### src/rtl/core/dyadic_tree_cross_sum_accumulator_assert.svh
// Assertion macros used by the back end of the cross-sum accumulator RTL.
`ifndef DYADIC_TREE_CROSS_SUM_ACCUMULATOR_ASSERT_SVH
`define DYADIC_TREE_CROSS_SUM_ACCUMULATOR_ASSERT_SVH
`ifndef SYNTHESIS
`define DTCSA_ASSERT_IMPLY(lbl, clk, rst, ante, cons) \
   lbl: assert property (@(posedge clk) disable iff (rst) (ante) |-> (cons)) \
      else $error("same-cycle implication check failed");
`define DTCSA_ASSERT_NEXT(lbl, clk, rst, ante, cons) \
   lbl: assert property (@(posedge clk) disable iff (rst) (ante) |=> (cons)) \
      else $error("next-cycle implication check failed");
`else
`define DTCSA_ASSERT_IMPLY(lbl, clk, rst, ante, cons)
`define DTCSA_ASSERT_NEXT(lbl, clk, rst, ante, cons)
`endif
`endif

### src/rtl/core/dtcsa_pkg.sv
// Shared types, constants and helper functions of the cross-sum accumulator.
`default_nettype none
package dtcsa_pkg;

   localparam int TREE_LEVELS = 10;
   localparam int TREE_SLOTS  = 2048;
   localparam int SLOT_W      = $clog2(TREE_SLOTS);
   localparam int POS_W       = (TREE_LEVELS + 2 > SLOT_W + 1) ? TREE_LEVELS + 2 : SLOT_W + 1;
   localparam int LVL_W       = $clog2(TREE_LEVELS + 1);

   localparam int RANK_W  = 11;
   localparam int CNT_W   = 11;
   localparam int X_W     = 32;
   localparam int XY_W    = 48;
   localparam int SUM_W   = 48;
   localparam int TREE_W  = 64;
   localparam int OUT_W   = 64;
   localparam int EPOCH_W = 8;

   localparam int PRE_W    = 51;
   localparam int G1P_W    = 15;
   localparam int CNTSUM_W = CNT_W + $clog2(TREE_LEVELS + 1);
   localparam int G1_W     = CNTSUM_W + 4;
   localparam int GSUM_W   = TREE_W + 3;
   localparam int MUL_W    = 33;
   localparam int PROD_W   = 2 * MUL_W;
   localparam int ACC_W    = 98;
   localparam int FIN_W    = ACC_W - 16 + 1;

   localparam int QUEUE_DEPTH = 2;
   localparam int QPTR_W      = $clog2(QUEUE_DEPTH);

   typedef enum logic [1:0] {
      CSR_ITEM_COUNT,
      CSR_TOTAL_X,
      CSR_TOTAL_Y,
      CSR_TOTAL_XY
   } csr_index_type;

   typedef enum logic [1:0] {
      ST_CLEAR,
      ST_IDLE,
      ST_RUN
   } back_state_type;

   // One classified sample as handed from the front to the back
   typedef struct packed {
      logic [RANK_W-1:0]        rank;
      logic                     ins_en;
      logic [RANK_W-1:0]        prev_rank;
      logic signed [X_W-1:0]    prev_x;
      logic signed [X_W-1:0]    prev_y;
      logic signed [XY_W-1:0]   prev_xy;
      logic signed [X_W-1:0]    x;
      logic signed [X_W-1:0]    y;
      logic signed [PRE_W-1:0]  pre_x;
      logic signed [PRE_W-1:0]  pre_y;
      logic signed [PRE_W-1:0]  pre_xy;
      logic signed [G1P_W-1:0]  g1_pre;
      logic                     last;
   } work_type;

   // One slot of the four partial-sum trees, tagged with the set epoch
   typedef struct packed {
      logic [EPOCH_W-1:0] epoch;
      logic [CNT_W-1:0]   cnt;
      logic [TREE_W-1:0]  sx;
      logic [TREE_W-1:0]  sy;
      logic [TREE_W-1:0]  sxy;
   } tree_word_type;

   // First slot of a tree level
   function automatic logic [POS_W-1:0] level_base(input logic [LVL_W-1:0] lvl);
      return (POS_W'(1) << (TREE_LEVELS + 1)) - (POS_W'(1) << (TREE_LEVELS + 1 - int'(lvl)));
   endfunction

   function automatic logic signed [OUT_W-1:0] sat_gamma(input logic signed [GSUM_W-1:0] v);
      if (&v[GSUM_W-1:OUT_W-1] || ~|v[GSUM_W-1:OUT_W-1]) begin
         return v[OUT_W-1:0];
      end
      return v[GSUM_W-1] ? {1'b1, {(OUT_W-1){1'b0}}} : {1'b0, {(OUT_W-1){1'b1}}};
   endfunction

   function automatic logic signed [OUT_W-1:0] sat_sum(input logic signed [FIN_W-1:0] v);
      if (&v[FIN_W-1:OUT_W-1] || ~|v[FIN_W-1:OUT_W-1]) begin
         return v[OUT_W-1:0];
      end
      return v[FIN_W-1] ? {1'b1, {(OUT_W-1){1'b0}}} : {1'b0, {(OUT_W-1){1'b1}}};
   endfunction

endpackage
`default_nettype wire

### src/rtl/core/dtcsa_front.sv
// Front end: configuration registers, sample intake and per-sample precompute.
`default_nettype none
module dtcsa_front import dtcsa_pkg::*; (
   input  logic                     clock,
   input  logic                     reset,
   input  logic                     csr_valid,
   output logic                     csr_ready,
   input  logic [1:0]               csr_index,
   input  logic [SUM_W-1:0]         csr_data,
   input  logic                     req_valid,
   output logic                     req_stall,
   input  logic [RANK_W-1:0]        req_rank_y,
   input  logic signed [X_W-1:0]    req_x,
   input  logic signed [X_W-1:0]    req_y,
   input  logic signed [XY_W-1:0]   req_xy,
   input  logic signed [SUM_W-1:0]  req_sx_x,
   input  logic signed [SUM_W-1:0]  req_sx_y,
   input  logic signed [SUM_W-1:0]  req_sx_xy,
   input  logic signed [SUM_W-1:0]  req_sy_x,
   input  logic signed [SUM_W-1:0]  req_sy_y,
   input  logic signed [SUM_W-1:0]  req_sy_xy,
   input  logic                     req_last,
   input  logic                     q_full,
   output logic                     q_push,
   output work_type                 q_push_data
);

   logic [RANK_W-1:0]       item_count_ff, item_count_in;
   logic signed [SUM_W-1:0] total_x_ff, total_x_in;
   logic signed [SUM_W-1:0] total_y_ff, total_y_in;
   logic signed [SUM_W-1:0] total_xy_ff, total_xy_in;
   logic [RANK_W-1:0]       item_index_ff, item_index_in;
   logic [RANK_W-1:0]       prev_rank_ff, prev_rank_in;
   logic signed [X_W-1:0]   prev_x_ff, prev_x_in;
   logic signed [X_W-1:0]   prev_y_ff, prev_y_in;
   logic signed [XY_W-1:0]  prev_xy_ff, prev_xy_in;
   logic signed [G1P_W-1:0] n_s, r_s, i_s;

   assign csr_ready = 1'b1;
   assign req_stall = q_full;
   assign q_push    = req_valid && !q_full;

   // Decode register writes
   always_comb begin
      item_count_in = item_count_ff;
      total_x_in    = total_x_ff;
      total_y_in    = total_y_ff;
      total_xy_in   = total_xy_ff;
      if (csr_valid && csr_ready) begin
         case (csr_index_type'(csr_index))
            CSR_ITEM_COUNT: item_count_in = csr_data[RANK_W-1:0];
            CSR_TOTAL_X:    total_x_in    = csr_data;
            CSR_TOTAL_Y:    total_y_in    = csr_data;
            CSR_TOTAL_XY:   total_xy_in   = csr_data;
            default:        item_count_in = item_count_ff;
         endcase
      end
   end

   // Track position in the set and the previous sample
   always_comb begin
      item_index_in = item_index_ff;
      prev_rank_in  = prev_rank_ff;
      prev_x_in     = prev_x_ff;
      prev_y_in     = prev_y_ff;
      prev_xy_in    = prev_xy_ff;
      if (q_push) begin
         if (req_last) begin
            item_index_in = '0;
            prev_rank_in  = '0;
            prev_x_in     = '0;
            prev_y_in     = '0;
            prev_xy_in    = '0;
         end else begin
            item_index_in = item_index_ff + RANK_W'(1);
            prev_rank_in  = req_rank_y;
            prev_x_in     = req_x;
            prev_y_in     = req_y;
            prev_xy_in    = req_xy;
         end
      end
   end

   // Form the tree-independent parts of the four gamma terms
   always_comb begin
      n_s = signed'(G1P_W'(item_count_ff));
      r_s = signed'(G1P_W'(req_rank_y));
      i_s = signed'(G1P_W'(item_index_ff));
      q_push_data.rank      = req_rank_y;
      q_push_data.ins_en    = (item_index_ff != '0);
      q_push_data.prev_rank = prev_rank_ff;
      q_push_data.prev_x    = prev_x_ff;
      q_push_data.prev_y    = prev_y_ff;
      q_push_data.prev_xy   = prev_xy_ff;
      q_push_data.x         = req_x;
      q_push_data.y         = req_y;
      q_push_data.pre_x  = PRE_W'(total_x_ff) - PRE_W'(req_x)
                           - (PRE_W'(req_sy_x) <<< 1) - (PRE_W'(req_sx_x) <<< 1);
      q_push_data.pre_y  = PRE_W'(total_y_ff) - PRE_W'(req_y)
                           - (PRE_W'(req_sy_y) <<< 1) - (PRE_W'(req_sx_y) <<< 1);
      q_push_data.pre_xy = PRE_W'(total_xy_ff) - PRE_W'(req_xy)
                           - (PRE_W'(req_sy_xy) <<< 1) - (PRE_W'(req_sx_xy) <<< 1);
      q_push_data.g1_pre = n_s - G1P_W'(1) - (r_s <<< 1) - ((i_s + G1P_W'(1)) <<< 1);
      q_push_data.last   = req_last;
   end

   always_ff @(posedge clock) begin
      if (reset) begin
         item_count_ff <= RANK_W'(1);
         total_x_ff    <= '0;
         total_y_ff    <= '0;
         total_xy_ff   <= '0;
         item_index_ff <= '0;
         prev_rank_ff  <= '0;
         prev_x_ff     <= '0;
         prev_y_ff     <= '0;
         prev_xy_ff    <= '0;
      end else begin
         item_count_ff <= item_count_in;
         total_x_ff    <= total_x_in;
         total_y_ff    <= total_y_in;
         total_xy_ff   <= total_xy_in;
         item_index_ff <= item_index_in;
         prev_rank_ff  <= prev_rank_in;
         prev_x_ff     <= prev_x_in;
         prev_y_ff     <= prev_y_in;
         prev_xy_ff    <= prev_xy_in;
      end
   end

endmodule
`default_nettype wire

### config.mk
export PLATFORM = sky130hd
export DESIGN_NAME = dtcsa_front
export DESIGN_NICKNAME = d
export VERILOG_FILES = /design/src/rtl/core/dyadic_tree_cross_sum_accumulator_assert.svh /design/src/rtl/core/dtcsa_pkg.sv /design/src/rtl/core/dtcsa_front.sv
export SDC_FILE = /design/constraint.sdc
export NUM_CORES = 2
export LEC_CHECK = 0
export ABC_AREA = 1
export BUFFER_PORTS_ARGS = -buffer_cell sky130_fd_sc_hd__buf_2
export CAP_MARGIN = 20
export CORE_AREA = 2 2 330 332
export CTS_BUF_LIST = sky130_fd_sc_hd__clkbuf_4
export CTS_CLUSTER_DIAMETER = 100
export CTS_CLUSTER_SIZE = 28
export DETAILED_ROUTE_END_ITERATION = 8
export DIE_AREA = 0 0 332 334
export PLACE_DENSITY = 0.61
export SYNTH_ARGS = -nofsm -noshare
export SYNTH_HDL_FRONTEND = slang
export SYNTH_SLANG_ARGS = --single-unit
### constraint.sdc
create_clock -name clock -period 3.9 [get_ports clock]
set_clock_uncertainty 0.15 [all_clocks]
set_input_delay 0.585 -clock clock [delete_from_list [all_inputs] [get_ports clock]]
set_output_delay 0.585 -clock clock [all_outputs]
set_load 0.005 [all_outputs]
==> impl_metrics.py <==
metrics = {
    "run_status": {
        "status": "finished with violations",
        "violations": "setup timing",
    },
    "floorplan": {
        "fp.dieW_um": 332,
        "dieArea_mm2": 0.111,
        "ioPinCount": 838,
        "die_h_um": 334,
        "coreArea_mm2": 0.108,
        "std_cell_rows": 121,
        "start_util_pct": 31.5,
    },
    "worst_setup_path": {
        "critical_path_required_ns": 3.16,
        "cp-startpoint": "item_index_ff[0]",
        "critical_path_buf_inv_count": 3,
        "reg2reg_slack_ns": 0.16,
        "worst-r2r-cell-count": 27,
        "path_cells": "ha_4 > nand2_2 > nor2_4 > nand3_2 > nor3_4 > xor2_2 > fa_1 > inv_1 > ha_4 > buf_4 > a21oi_2 > o2111ai_2 > xor2_1 > buf_2",
        "cpPeakStageDelay_ns": 0.46,
        "critPathSlowestCell": "fa_1",
        "crit_path_max_fanout": 4,
        "critical_path.most_common_cell": "ha_4",
        "cp_top_family": "adder cells",
        "reg2reg_to": "total_y_ff[3]",
        "r2r-start": "total_y_ff[3]",
        "worstSetupStartpointType": "flop",
        "crit_path_end": "q_push_data[13]",
        "crit_arrival_ns": 3.77,
        "worstSetupPathType": "flop to primary output",
        "end_kind": "primary output",
        "crit_cells": 14,
    },
    "global_route": {
        "use_met3_pct": 4.98,
        "grt_use_met1_pct": 37.5,
        "grt_usage_pct": 30.4,
        "busiest_layer": "met2",
        "globalRouteMet2Util_pct": 51.1,
        "overflow": 0,
        "grt_pass1_wl_um": 252000,
        "grt_pass1_vias": 41100,
        "antenna_found_initial": 64,
        "grt_max_degree": 83,
    },
    "cts": {
        "cts_tree": "done",
        "cts.sinks": 289,
        "clock_latency_ns": 0.96,
        "root_buffer": "clkbuf_4",
        "cts_buffers": 24,
        "clockBufferDepth": 3,
        "path_clk_slew_ns": 0.24,
        "htreeDepth": 1,
    },
    "power": {
        "max-vdd-ir-drop_mv": 0.378,
        "power_mw": 29.0,
        "powerDensity_mw_per_mm2": 491,
        "p_leak_nw": 31.4,
    },
    "detailed_routing": {
        "postRouteAntennaNets": 0,
        "vias": 40400,
        "route.detailed.drc": 0,
        "dr.pass1.iters": 6,
        "dr.first_iter.drc_count": 2286,
        "viasPerCell": 4.66,
        "wirelength_um": 176000,
        "wire_per_inst_um": 20.3,
    },
    "layout": {
        "final_util_pct": 54.7,
        "layout.nets": 8146,
        "drive_gt1_share_pct": 49.6,
        "syn_to_final_growth_pct": 73.6,
    },
    "logic_synthesis": {
        "synthesis.nets": 6391,
        "synth_area_mm2": 0.0340,
        "yosys_warnings": 0,
        "ys_top_cells_by_area": "inv_1 (19%), fa_1 (18%), dfxtp_1 (17%)",
        "synth_ff_type": "dfxtp_1",
        "synth_area_leader_cell": "inv_1",
        "syn_avg_cell_area_um2": 6.23,
        "ys_ff_latch": 289,
        "ys_async_sr_fraction_pct": 0,
        "yosysMostFrequentCell": "inv_1",
        "synth_enable_flop_cells": 0,
        "synth_top_area_share_pct": 18.9,
        "synth.distinct_cells": 38,
        "synth_common_cells": "inv_1 (1,708), nand2_1 (1,484), a21oi_1 (382)",
        "yosysSeqAreaShare_pct": 17.0,
        "synthCells": 5452,
    },
    "sta": {
        "drv_slew": 0,
        "setup_ws_ns": -0.609,
        "holdWs_ns": 0.171,
        "relSlewSlack_pct": 42.4,
        "setup_violations": 147,
        "rsz0062_at_grt": "true",
        "hold_viol": 0,
        "fmax_mhz": 222,
        "period_share_pct": 116,
        "tightest_slew_ns": 0.864,
        "finalCriticalPeriod_ns": 4.51,
    },
    "placement": {
        "dp_slack_ns": -0.732,
        "port_buffers": 836,
        "gp_congestion": 0.970,
        "place_hpwl_um": 141000,
    },
    "job": {
        "cap_violations": 0,
    },
    "min_path": {
        "hp-class": "input pin to flop",
        "min_from": "req_valid",
    },
}
cell type report:
class,count,area [um^2]
Fill cell,10100,48800
Clock buffer,24,180
Sequential cell,289,5930
Clock inverter,20,394
Timing Repair Buffer,1898,14200
Multi-Input combinational cell,3274,29800
Antenna cell,38,95.1
Inverter,1720,6600
Tap cell,1414,1770
sequential cells by signal, summed over array words and instances (netlist names):
signal / cells
prev_xy_ff: 48
prev_rank_ff: 11
item_index_ff: 11
total_xy_ff: 48
total_x_ff: 48
prev_x_ff: 32
total_y_ff: 48
item_count_ff: 11
prev_y_ff: 32
what timing repair did:
action / in CTS / in global routing
pin swaps: 900 / 633
hold buffers: 260 / 0
setup endpoints to repair: 157 / 157
resized for setup: 2107 / 653
endpoints found under the hold margin: 284 / 0
cloned: 1 / 0
setup buffers: 199 / 84
worst reg2reg max path, cell delays in order (launching register included):
cell and delay, ns:
dfxtp_2 0.38, inv_2 0.05, buf_4 0.13, buf_4 0.12
buf_4 0.12, buf_4 0.12, buf_4 0.12, buf_4 0.12
buf_4 0.12, buf_4 0.12, buf_4 0.12, buf_4 0.12
buf_4 0.12, buf_4 0.12, buf_4 0.12, buf_4 0.12
buf_4 0.12, buf_4 0.12, buf_4 0.12, buf_4 0.13
buf_4 0.12, buf_4 0.12, buf_4 0.12, buf_4 0.12
buf_4 0.12, buf_4 0.12, buf_4 0.12, a21oi_2 0.11
layer usage:
| metal | up-vias | wire length (um) |
|---|---|---|
| li1 | 19200 | - |
| met1 | 19400 | 71100 |
| met2 | 1441 | 83400 |
| met3 | 385 | 11000 |
| met4 | 30 | 10400 |
| met5 | - | 223 |
cell families after synthesis:
logic type,Yosys count,share of synthesized area (%)
compound gates,597,9.14
other cells,1,0.0110
flops,289,17.0
fa+ha+maj,472,24.0
buf+inv,1889,21.8
simple gates,2078,24.8
xor+xnor,126,3.27
placed cells by master (no fill, tap or decap), types with 158 or more instances in the layout:
cell,n
nand2_2,417
buf_2,800
buf_6,265
dfxtp_1,180
buf_4,548
inv_1,1324
o21ai_0,158
fa_1,294
a21oi_1,291
inv_2,344
dlygate4sd3_1,260
nand2_4,215
nand2_1,836
report_power, final:
part / internal, mW / switching (mW)
clock: 0.576 / 1.59
combinational: 10.7 / 13.0
sequential: 3.09 / 0.0680
worst min-delay path by stage:
stage | end | slack [ns] | depth (start not counted)
6_report | prev_y_ff[13] | 0.17 | 6
5_1_grt | prev_y_ff[28] | 0.13 | 6
4_1_cts | prev_y_ff[7] | 0.002 | 6
3_5_place_dp | prev_xy_ff[45] | 0.30 | 2
3_3_place_gp | prev_rank_ff[10] | 0.30 | 2
2_1_floorplan | item_index_ff[8] | 0.29 | 2
metrics by stage:
| stage | area (um^2) | setup TNS [ns] | instances |
|---|---|---|---|
| 6_report | 59000 | -48.68 | 8677 |
| 3_3_place_gp | 43500 | -56.71 | 8093 |
| 4_1_cts | 56000 | -53.54 | 8577 |
| 2_1_floorplan | 34200 | -0.0103 | 5452 |
| 3_5_place_dp | 43500 | -55.91 | 8093 |
| 5_1_grt | 58900 | -72.54 | 8656 |
Power figures use the tool's default switching activity.
