**src/rtl/core/dyadic_tree_cross_sum_accumulator_assert.svh**
```systemverilog
// Assertion macros used by the back end of the cross-sum accumulator RTL.
`ifndef DYADIC_TREE_CROSS_SUM_ACCUMULATOR_ASSERT_SVH
`define DYADIC_TREE_CROSS_SUM_ACCUMULATOR_ASSERT_SVH
`ifndef SYNTHESIS
`define DTCSA_ASSERT_IMPLY(lbl, clk, rst, ante, cons) \
   lbl: assert property (@(posedge clk) disable iff (rst) (ante) |-> (cons)) \
      else $error("same-cycle implication check failed");
`define DTCSA_ASSERT_NEXT(lbl, clk, rst, ante, cons) \
   lbl: assert property (@(posedge clk) disable iff (rst) (ante) |=> (cons)) \
      else $error("next-cycle implication check failed");
`else
`define DTCSA_ASSERT_IMPLY(lbl, clk, rst, ante, cons)
`define DTCSA_ASSERT_NEXT(lbl, clk, rst, ante, cons)
`endif
`endif

```
**src/rtl/core/dtcsa_pkg.sv**
```systemverilog
// Shared types, constants and helper functions of the cross-sum accumulator.
`default_nettype none
package dtcsa_pkg;

   localparam int TREE_LEVELS = 10;
   localparam int TREE_SLOTS  = 2048;
   localparam int SLOT_W      = $clog2(TREE_SLOTS);
   localparam int POS_W       = (TREE_LEVELS + 2 > SLOT_W + 1) ? TREE_LEVELS + 2 : SLOT_W + 1;
   localparam int LVL_W       = $clog2(TREE_LEVELS + 1);

   localparam int RANK_W  = 11;
   localparam int CNT_W   = 11;
   localparam int X_W     = 32;
   localparam int XY_W    = 48;
   localparam int SUM_W   = 48;
   localparam int TREE_W  = 64;
   localparam int OUT_W   = 64;
   localparam int EPOCH_W = 8;

   localparam int PRE_W    = 51;
   localparam int G1P_W    = 15;
   localparam int CNTSUM_W = CNT_W + $clog2(TREE_LEVELS + 1);
   localparam int G1_W     = CNTSUM_W + 4;
   localparam int GSUM_W   = TREE_W + 3;
   localparam int MUL_W    = 33;
   localparam int PROD_W   = 2 * MUL_W;
   localparam int ACC_W    = 98;
   localparam int FIN_W    = ACC_W - 16 + 1;

   localparam int QUEUE_DEPTH = 2;
   localparam int QPTR_W      = $clog2(QUEUE_DEPTH);

   typedef enum logic [1:0] {
      CSR_ITEM_COUNT,
      CSR_TOTAL_X,
      CSR_TOTAL_Y,
      CSR_TOTAL_XY
   } csr_index_type;

   typedef enum logic [1:0] {
      ST_CLEAR,
      ST_IDLE,
      ST_RUN
   } back_state_type;

   // One classified sample as handed from the front to the back
   typedef struct packed {
      logic [RANK_W-1:0]        rank;
      logic                     ins_en;
      logic [RANK_W-1:0]        prev_rank;
      logic signed [X_W-1:0]    prev_x;
      logic signed [X_W-1:0]    prev_y;
      logic signed [XY_W-1:0]   prev_xy;
      logic signed [X_W-1:0]    x;
      logic signed [X_W-1:0]    y;
      logic signed [PRE_W-1:0]  pre_x;
      logic signed [PRE_W-1:0]  pre_y;
      logic signed [PRE_W-1:0]  pre_xy;
      logic signed [G1P_W-1:0]  g1_pre;
      logic                     last;
   } work_type;

   // One slot of the four partial-sum trees, tagged with the set epoch
   typedef struct packed {
      logic [EPOCH_W-1:0] epoch;
      logic [CNT_W-1:0]   cnt;
      logic [TREE_W-1:0]  sx;
      logic [TREE_W-1:0]  sy;
      logic [TREE_W-1:0]  sxy;
   } tree_word_type;

   // First slot of a tree level
   function automatic logic [POS_W-1:0] level_base(input logic [LVL_W-1:0] lvl);
      return (POS_W'(1) << (TREE_LEVELS + 1)) - (POS_W'(1) << (TREE_LEVELS + 1 - int'(lvl)));
   endfunction

   function automatic logic signed [OUT_W-1:0] sat_gamma(input logic signed [GSUM_W-1:0] v);
      if (&v[GSUM_W-1:OUT_W-1] || ~|v[GSUM_W-1:OUT_W-1]) begin
         return v[OUT_W-1:0];
      end
      return v[GSUM_W-1] ? {1'b1, {(OUT_W-1){1'b0}}} : {1'b0, {(OUT_W-1){1'b1}}};
   endfunction

   function automatic logic signed [OUT_W-1:0] sat_sum(input logic signed [FIN_W-1:0] v);
      if (&v[FIN_W-1:OUT_W-1] || ~|v[FIN_W-1:OUT_W-1]) begin
         return v[OUT_W-1:0];
      end
      return v[FIN_W-1] ? {1'b1, {(OUT_W-1){1'b0}}} : {1'b0, {(OUT_W-1){1'b1}}};
   endfunction

endpackage
`default_nettype wire

```
**src/rtl/core/dtcsa_fifo.sv**
```systemverilog
// Short queue of classified samples between front and back.
`default_nettype none
module dtcsa_fifo import dtcsa_pkg::*; (
   input  logic     clock,
   input  logic     reset,
   input  logic     push,
   input  work_type push_data,
   input  logic     pop,
   output work_type pop_data,
   output logic     full,
   output logic     empty
);

   work_type            slot_ff [QUEUE_DEPTH];
   logic [QPTR_W-1:0]   wr_ptr_ff, wr_ptr_in;
   logic [QPTR_W-1:0]   rd_ptr_ff, rd_ptr_in;
   logic [QPTR_W:0]     count_ff, count_in;

   assign full     = (count_ff == (QPTR_W+1)'(QUEUE_DEPTH));
   assign empty    = (count_ff == '0);
   assign pop_data = slot_ff[rd_ptr_ff];

   // Advance pointers and occupancy
   always_comb begin
      wr_ptr_in = push ? wr_ptr_ff + QPTR_W'(1) : wr_ptr_ff;
      rd_ptr_in = pop ? rd_ptr_ff + QPTR_W'(1) : rd_ptr_ff;
      count_in  = count_ff + (QPTR_W+1)'(push) - (QPTR_W+1)'(pop);
   end

   always_ff @(posedge clock) begin
      if (reset) begin
         wr_ptr_ff <= '0;
         rd_ptr_ff <= '0;
         count_ff  <= '0;
      end else begin
         wr_ptr_ff <= wr_ptr_in;
         rd_ptr_ff <= rd_ptr_in;
         count_ff  <= count_in;
      end
   end

   always_ff @(posedge clock) begin
      if (push) begin
         slot_ff[wr_ptr_ff] <= push_data;
      end
   end

endmodule
`default_nettype wire

```
**config.mk**
```make
export PLATFORM = sky130hd
export DESIGN_NAME = dtcsa_fifo
export DESIGN_NICKNAME = d
export VERILOG_FILES = /design/src/rtl/core/dyadic_tree_cross_sum_accumulator_assert.svh /design/src/rtl/core/dtcsa_pkg.sv /design/src/rtl/core/dtcsa_fifo.sv
export SDC_FILE = /design/constraint.sdc
export NUM_CORES = 1
export LEC_CHECK = 0
export BUFFER_PORTS_ARGS = -buffer_cell sky130_fd_sc_hd__buf_2
export CORE_AREA = 3 3 289 291
export CTS_BUF_LIST = sky130_fd_sc_hd__clkbuf_8
export CTS_CLUSTER_SIZE = 20
export DETAILED_ROUTE_END_ITERATION = 16
export DIE_AREA = 0 0 292 294
export GPL_TIMING_DRIVEN = 1
export PLACE_DENSITY = 0.59
export SLEW_MARGIN = 20
export SYNTH_ARGS = -nofsm -noshare
export SYNTH_HDL_FRONTEND = slang
export SYNTH_SLANG_ARGS = --single-unit
export TNS_END_PERCENT = 20
```
**constraint.sdc**
```tcl
create_clock -name clock -period 40.1 [get_ports clock]
set_input_delay 2.005 -clock clock [delete_from_list [all_inputs] [get_ports clock]]
set_output_delay 2.005 -clock clock [all_outputs]
set_load 0.005 [all_outputs]
```
==> impl_metrics.tcl, run 1 <==
set metrics [dict create \
    status "complete, no violations" \
    clkTransAtPathRegs_ps 60 \
    synthArstFlopShare 0 \
    area_growth_pct 24.3 \
    avgSynthCellArea_um2 24.1 \
    regArea_um2 22200 \
    cts_resized 0 \
    wl_per_cell_um 20.7 \
    grt_use_total 0.146 \
    worstHoldStart "rd_ptr_ff" \
    synth_top_area_frac 0.787 \
    reg2reg_depth 4 \
    final_area_um2 34900 \
    clock_latency_ps 680 \
    grt_pass1_vias 15300 \
    cp.arrival_ps 4870 \
    multi_input_area_um2 5390 \
    cts_setup_buffers 0 \
    gp_congestion 0.831 \
    start_util 0.347 \
    grt_antenna_before_repair 24 \
    worst-path-buf-inv 4 \
    post-route-period-util 0.172 \
    fin_nets 2375 \
    drt_wl_total_um 65500 \
    whs_path_depth 2 \
    required_ps 38100 \
    dp_hpwl_um 46500 \
    antenna_left 0 \
    synth_nets 1540 \
    synth.distinct_cells 14 \
    synth_edf_count 736 \
    cts_tree "yes" \
    clkSinkCount 741 \
    first_pass_iters 4 \
    cpPeakStageDelay_ps 890 \
    synthTopCellsByArea "edfxtp_1 (79%), mux2_4 (16%), mux2_2 (2.7%)" \
    coreArea_um2 80800 \
    cp_top_family "buffers and inverters" \
    ys_ff_latch 741 \
    cp-start-kind "flop" \
    min_to "rd_ptr_ff" \
    slowest_stage "buf_4" \
    cts_made_buffers 118 \
    grt_start_max_net_pins 148 \
    r2r_end "slot_ff[1][163]" \
    fmax_mhz 145 \
    final.setup.tns_ps 0 \
    r2r_setup_slack_ps 35840 \
    synth_cells 1166 \
    ctsLongestPathBuffers 3 \
    cp-end-kind "primary output" \
    r2r_start "wr_ptr_ff" \
    post_dp_cell_area_um2 32800 \
    pin_count 742 \
    nFillCells 7155 \
    worstHoldPathType "reg -> reg" \
    yosysMostFrequentCell "edfxtp_1" \
    synth.cells.most_frequent "edfxtp_1 (736), mux2_4 (301), mux2_2 (67), buf_6 (24), buf_8 (13)" \
    vias_per_cell 4.45 \
    grt_pass1_wl_um 94100 \
    cts-root-buf "clkbuf_8" \
    cpMostUsedCell "buf_4" \
    yosysWarnings 0 \
    power_density_nw_per_um2 48.3 \
    grt_remaining_overflow 0 \
    final_layout_size_suffix_gt1_frac 0.604 \
    cts_hold_buf 0 \
    worstPathMaxFanout 54 \
    yosysSeqAreaShare 0.791 \
    synth_ff_type "edfxtp_1" \
    drv_slew 0 \
    cap_violations 0 \
    drc 0 \
    io_buffers 741 \
    fin_crit_ps 6880 \
    die_area_um2 85800 \
    max-slew-margin-rel 0.286 \
    drt_iter0_drc 682 \
    syn_area_um2 28100 \
    skew_ps 33.9 \
    num_vias 14100 \
    htree_levels 3 \
    p_leak_nw 13.7 \
    setup-violations-final 0 \
    vdd_ir_drop_max_uv 28.4 \
    dieHeight_um 294 \
    die_width_um 292 \
    crit_type "reg -> out" \
    rows 104 \
    synth.largest_area_cell "edfxtp_1" \
    path_cells "buf_4, buf_4, buf_4, mux2_4, buf_2" \
    hold_viol_final 0 \
    rsz0062_at_grt "no" \
    max_slew.worst_pin.slew_ps 1070 \
]
==> worst max path at each step <==
stage	to	cells past startpoint
after detailed placement	pop_data[154]	5
final	pop_data[227]	5
after floorplan	slot_ff[0][0]	1
after global routing	pop_data[227]	5
after global placement	pop_data[253]	5
after CTS	pop_data[154]	5
==> tightest hold or removal path, cell delays in order (launching register included) <==
cell and delay, ps:
dfxtp_1 340, xnor2_1 90, nor2_1 100
==> routing by layer <==
metal | track usage | wire length (um) | vias to the layer above
met4 | 0.0605 | 1870 | 8
met1 | 0.148 | 22500 | 6979
met5 | 0 | 59 | -
met3 | 0.0529 | 5480 | 130
li1 | - | - | 6366
met2 | 0.269 | 35500 | 575
==> state kept, by name (all words and copies together) (netlist names), named ones only <==
name,cells
slot_ff,736
count_ff,2
rd_ptr_ff,1
wr_ptr_ff,1
==> layout make-up <==
cell class	count	share of cell area
timing repair buffer	756	0.110
antenna	13	0.000932
clock inverter	84	0.0116
inverter	2	0.000215
sequential	741	0.636
multi-input combinational	382	0.155
tap	1060	0.0380
clock buffer	123	0.0485
==> placed cells by master, fill, tap and decap left out, drive strengths merged <==
cell type | Yosys | final
nor2 | 5 | 5
xnor2 | 2 | 2
clkbuf | 0 | 123
diode | 0 | 13
clkinv | 0 | 34
dfxtp | 5 | 5
clkinvlp | 0 | 1
nor2b | 3 | 3
bufinv | 0 | 1
buf | 41 | 756
xnor3 | 1 | 1
mux2 | 368 | 368
inv | 2 | 50
ha | 2 | 2
edfxtp | 736 | 736
and2 | 1 | 1
==> metrics by stage <==
stage                     worst slack (ps)  cells  hold WS, ps  power (mW)  utilization
after floorplan                      21150   1166          480        1.07            -
after global placement               33800   2941          498        1.13        0.405
after detailed placement             33780   2941          543        1.14        0.405
after CTS                            32980   3148          558        1.72        0.431
after global routing                 32940   3158          587        1.77        0.432
final                                33220   3161          565        1.69        0.432
==> power breakdown <==
| group | switching [mW] | total [mW] | internal [mW] |
|---|---|---|---|
| logic | 0.0930 | 0.197 | 0.104 |
| clock network | 0.280 | 0.569 | 0.289 |
| registers | 0.0139 | 0.920 | 0.907 |
==> logic make-up after synthesis <==
family                     count (synthesis)  share of synthesized area
DFF                                      741                      0.791
and+or+nand+nor                            9                    0.00156
adders and majority gates                  2                   0.000891
buffers and inverters                     43                     0.0176
xor gates and xnor gates                   3                    0.00143
muxes                                    368                      0.188
Note: power is estimated with default switching activity, not from simulation.
==> inputs of run 2 (changes only) <==
Settings changed: CORE_AREA 3 3 289 291 to 3 3 291 293, DIE_AREA 0 0 292 294 to 0 0 294 296.
Clock period 40.1 ns to 7.05 ns, I/O delays scaled along.
==> run 2 against run 1 <==
Effect of this change:
- worst hold slack got worse by 250 ps
- clock power rose to 6.3 times the previous value
- global-route usage rose by 0.75 points
- count of clock-buffer cells in the layout rose by 9
- total power rose to 6.0 times the previous value
- sequential share of layout area fell by 6.5 points
- combinational power rose to 6.7 times the previous value
- critical path depth fell by 2
- clock skew rose by 7.9 ps
- largest cell class unchanged
- largest power group unchanged
- highest routed layer unchanged
==> impl_metrics.tcl, run 2 (synthesis gave the netlist of run 1 again) <==
set metrics [dict create \
    status "complete, no violations" \
    wl_per_cell_um 19.7 \
    grt_antenna_before_repair 4 \
    grt_use_total 0.153 \
    skew_ps 41.8 \
    clock_latency_ps 750 \
    cpPeakStageDelay_ps 960 \
    layout_commonest_cell "buf_2" \
    dieHeight_um 296 \
    final_layout_size_suffix_gt1_frac 0.516 \
    clkSinkCount 741 \
    largest_register_ffs 736 \
    required_ps 6700 \
    nFillCells 6883 \
    crit_type "reg -> out" \
    fmax_mhz 281 \
    vdd_ir_drop_max_uv 191 \
    post-route-util 0.474 \
    cts_made_buffers 130 \
    fin_nets 2754 \
    cts-root-buf "clkbuf_8" \
    vias_per_cell 4.34 \
    grt_remaining_overflow 0 \
    p_leak_nw 15.4 \
    grt_pass1_wl_um 101000 \
    clkTransAtPathRegs_ps 60 \
    die_width_um 294 \
    post-route-period-util 0.504 \
    path_cells "buf_12, mux2_4, buf_2" \
    cp.arrival_ps 3200 \
    layout_common_cells "buf_2 (741), edfxtp_1 (736), dlygate4sd3_1 (372)" \
    power_density_nw_per_um2 261 \
    drv_slew 0 \
    dp_hpwl_um 46200 \
    max-slew-margin-rel 0.161 \
    worst-path-buf-inv 2 \
    gp_congestion 0.796 \
    cp-start-kind "flop" \
    num_vias 15400 \
    die_area_um2 87000 \
    cts_tree "yes" \
    grt_pass1_vias 16900 \
    largest_register "slot_ff" \
    rsz0062_at_grt "no" \
    antenna_left 0 \
    post_dp_cell_area_um2 32800 \
    cp_top_family "flip-flops" \
    io_buffers 741 \
    worstPathMaxFanout 119 \
    hold_viol_final 0 \
    area_growth_pct 38.5 \
    pin_count 742 \
    ctsLongestPathBuffers 3 \
    drc 0 \
    cap_violations 0 \
    fin_crit_ps 3550 \
    drt_iter0_drc 687 \
    first_pass_iters 4 \
    start_util 0.342 \
    rows 105 \
    slowest_stage "dfxtp_4" \
    cts_setup_buffers 0 \
    max_slew.worst_pin.slew_ps 1260 \
    top_regs "slot_ff: 736 flops, count_ff: 2 flops" \
    setup-violations-final 0 \
    drt_wl_total_um 69900 \
    coreArea_um2 82100 \
    final_area_um2 38900 \
    htree_levels 4 \
    worstHoldPathType "in -> reg" \
    cp-end-kind "primary output" \
    grt_start_max_net_pins 148 \
]
[run 2: routing by layer]
| layer | share of wire | vias up | global-route usage | routed length, um |
|---|---|---|---|---|
| li1 | - | 7126 | - | - |
| met3 | 0.073 | 146 | 0.0501 | 5070 |
| met5 | 0.00019 | - | 0 | 13 |
| met1 | 0.37 | 7567 | 0.166 | 25600 |
| met2 | 0.53 | 567 | 0.276 | 37200 |
| met4 | 0.029 | 2 | 0.0633 | 2030 |
[run 2: repair_timing]
item,CTS,global route
endpoints found under the hold margin,741,0
resized for setup,0,0
hold buffers,372,0
[run 2: layout make-up]
type | count | area [um^2] | share of cell area
inverters | 2 | 7.51 | 0.000193
multi-input cells | 382 | 5390 | 0.139
well taps | 1070 | 1340 | 0.0344
repair buffers | 1123 | 7580 | 0.195
clock buffers | 132 | 1820 | 0.0467
clock inverters | 95 | 548 | 0.0141
flip-flops and latches | 741 | 22200 | 0.571
diodes | 3 | 7.51 | 0.000193
[run 2: worst register-to-register path: stages (launching register included)]
cell,delay [ps]
dfxtp_1,350
nor2b_4,740
buf_12,480
[run 2: through the flow]
| stage | power [mW] | worst slack [ps] | instances | hold WS [ps] | TNS, ps |
|---|---|---|---|---|---|
| floorplan | 6.02 | -2410 | 1166 | 424 | -886690 |
| finish | 10.2 | 3500 | 3548 | 314 | 0 |
| detailed placement | 6.48 | 4260 | 2946 | 496 | 0 |
| global placement | 6.45 | 4310 | 2946 | 493 | 0 |
| global route | 10.6 | 3330 | 3548 | 239 | 0 |
| CTS | 10.3 | 3390 | 3545 | 209 | 0 |
[run 2: power by group]
group / switching (mW) / internal [mW]
sequential: 0.0787 / 5.16
clock: 1.76 / 1.84
combinational: 0.587 / 0.734
total: 2.42 / 7.74
[run 2: final timing paths]
kind | start | to | slack (ps) | depth (start not counted)
max | flop | pop_data[295] | 3500 | 3
min | push_data[259] | slot_ff[1][259] | 310 | 2
max reg2reg | wr_ptr_ff | slot_ff[0][207] | 4540 | 2
min reg2reg | rd_ptr_ff | rd_ptr_ff | 520 | 2
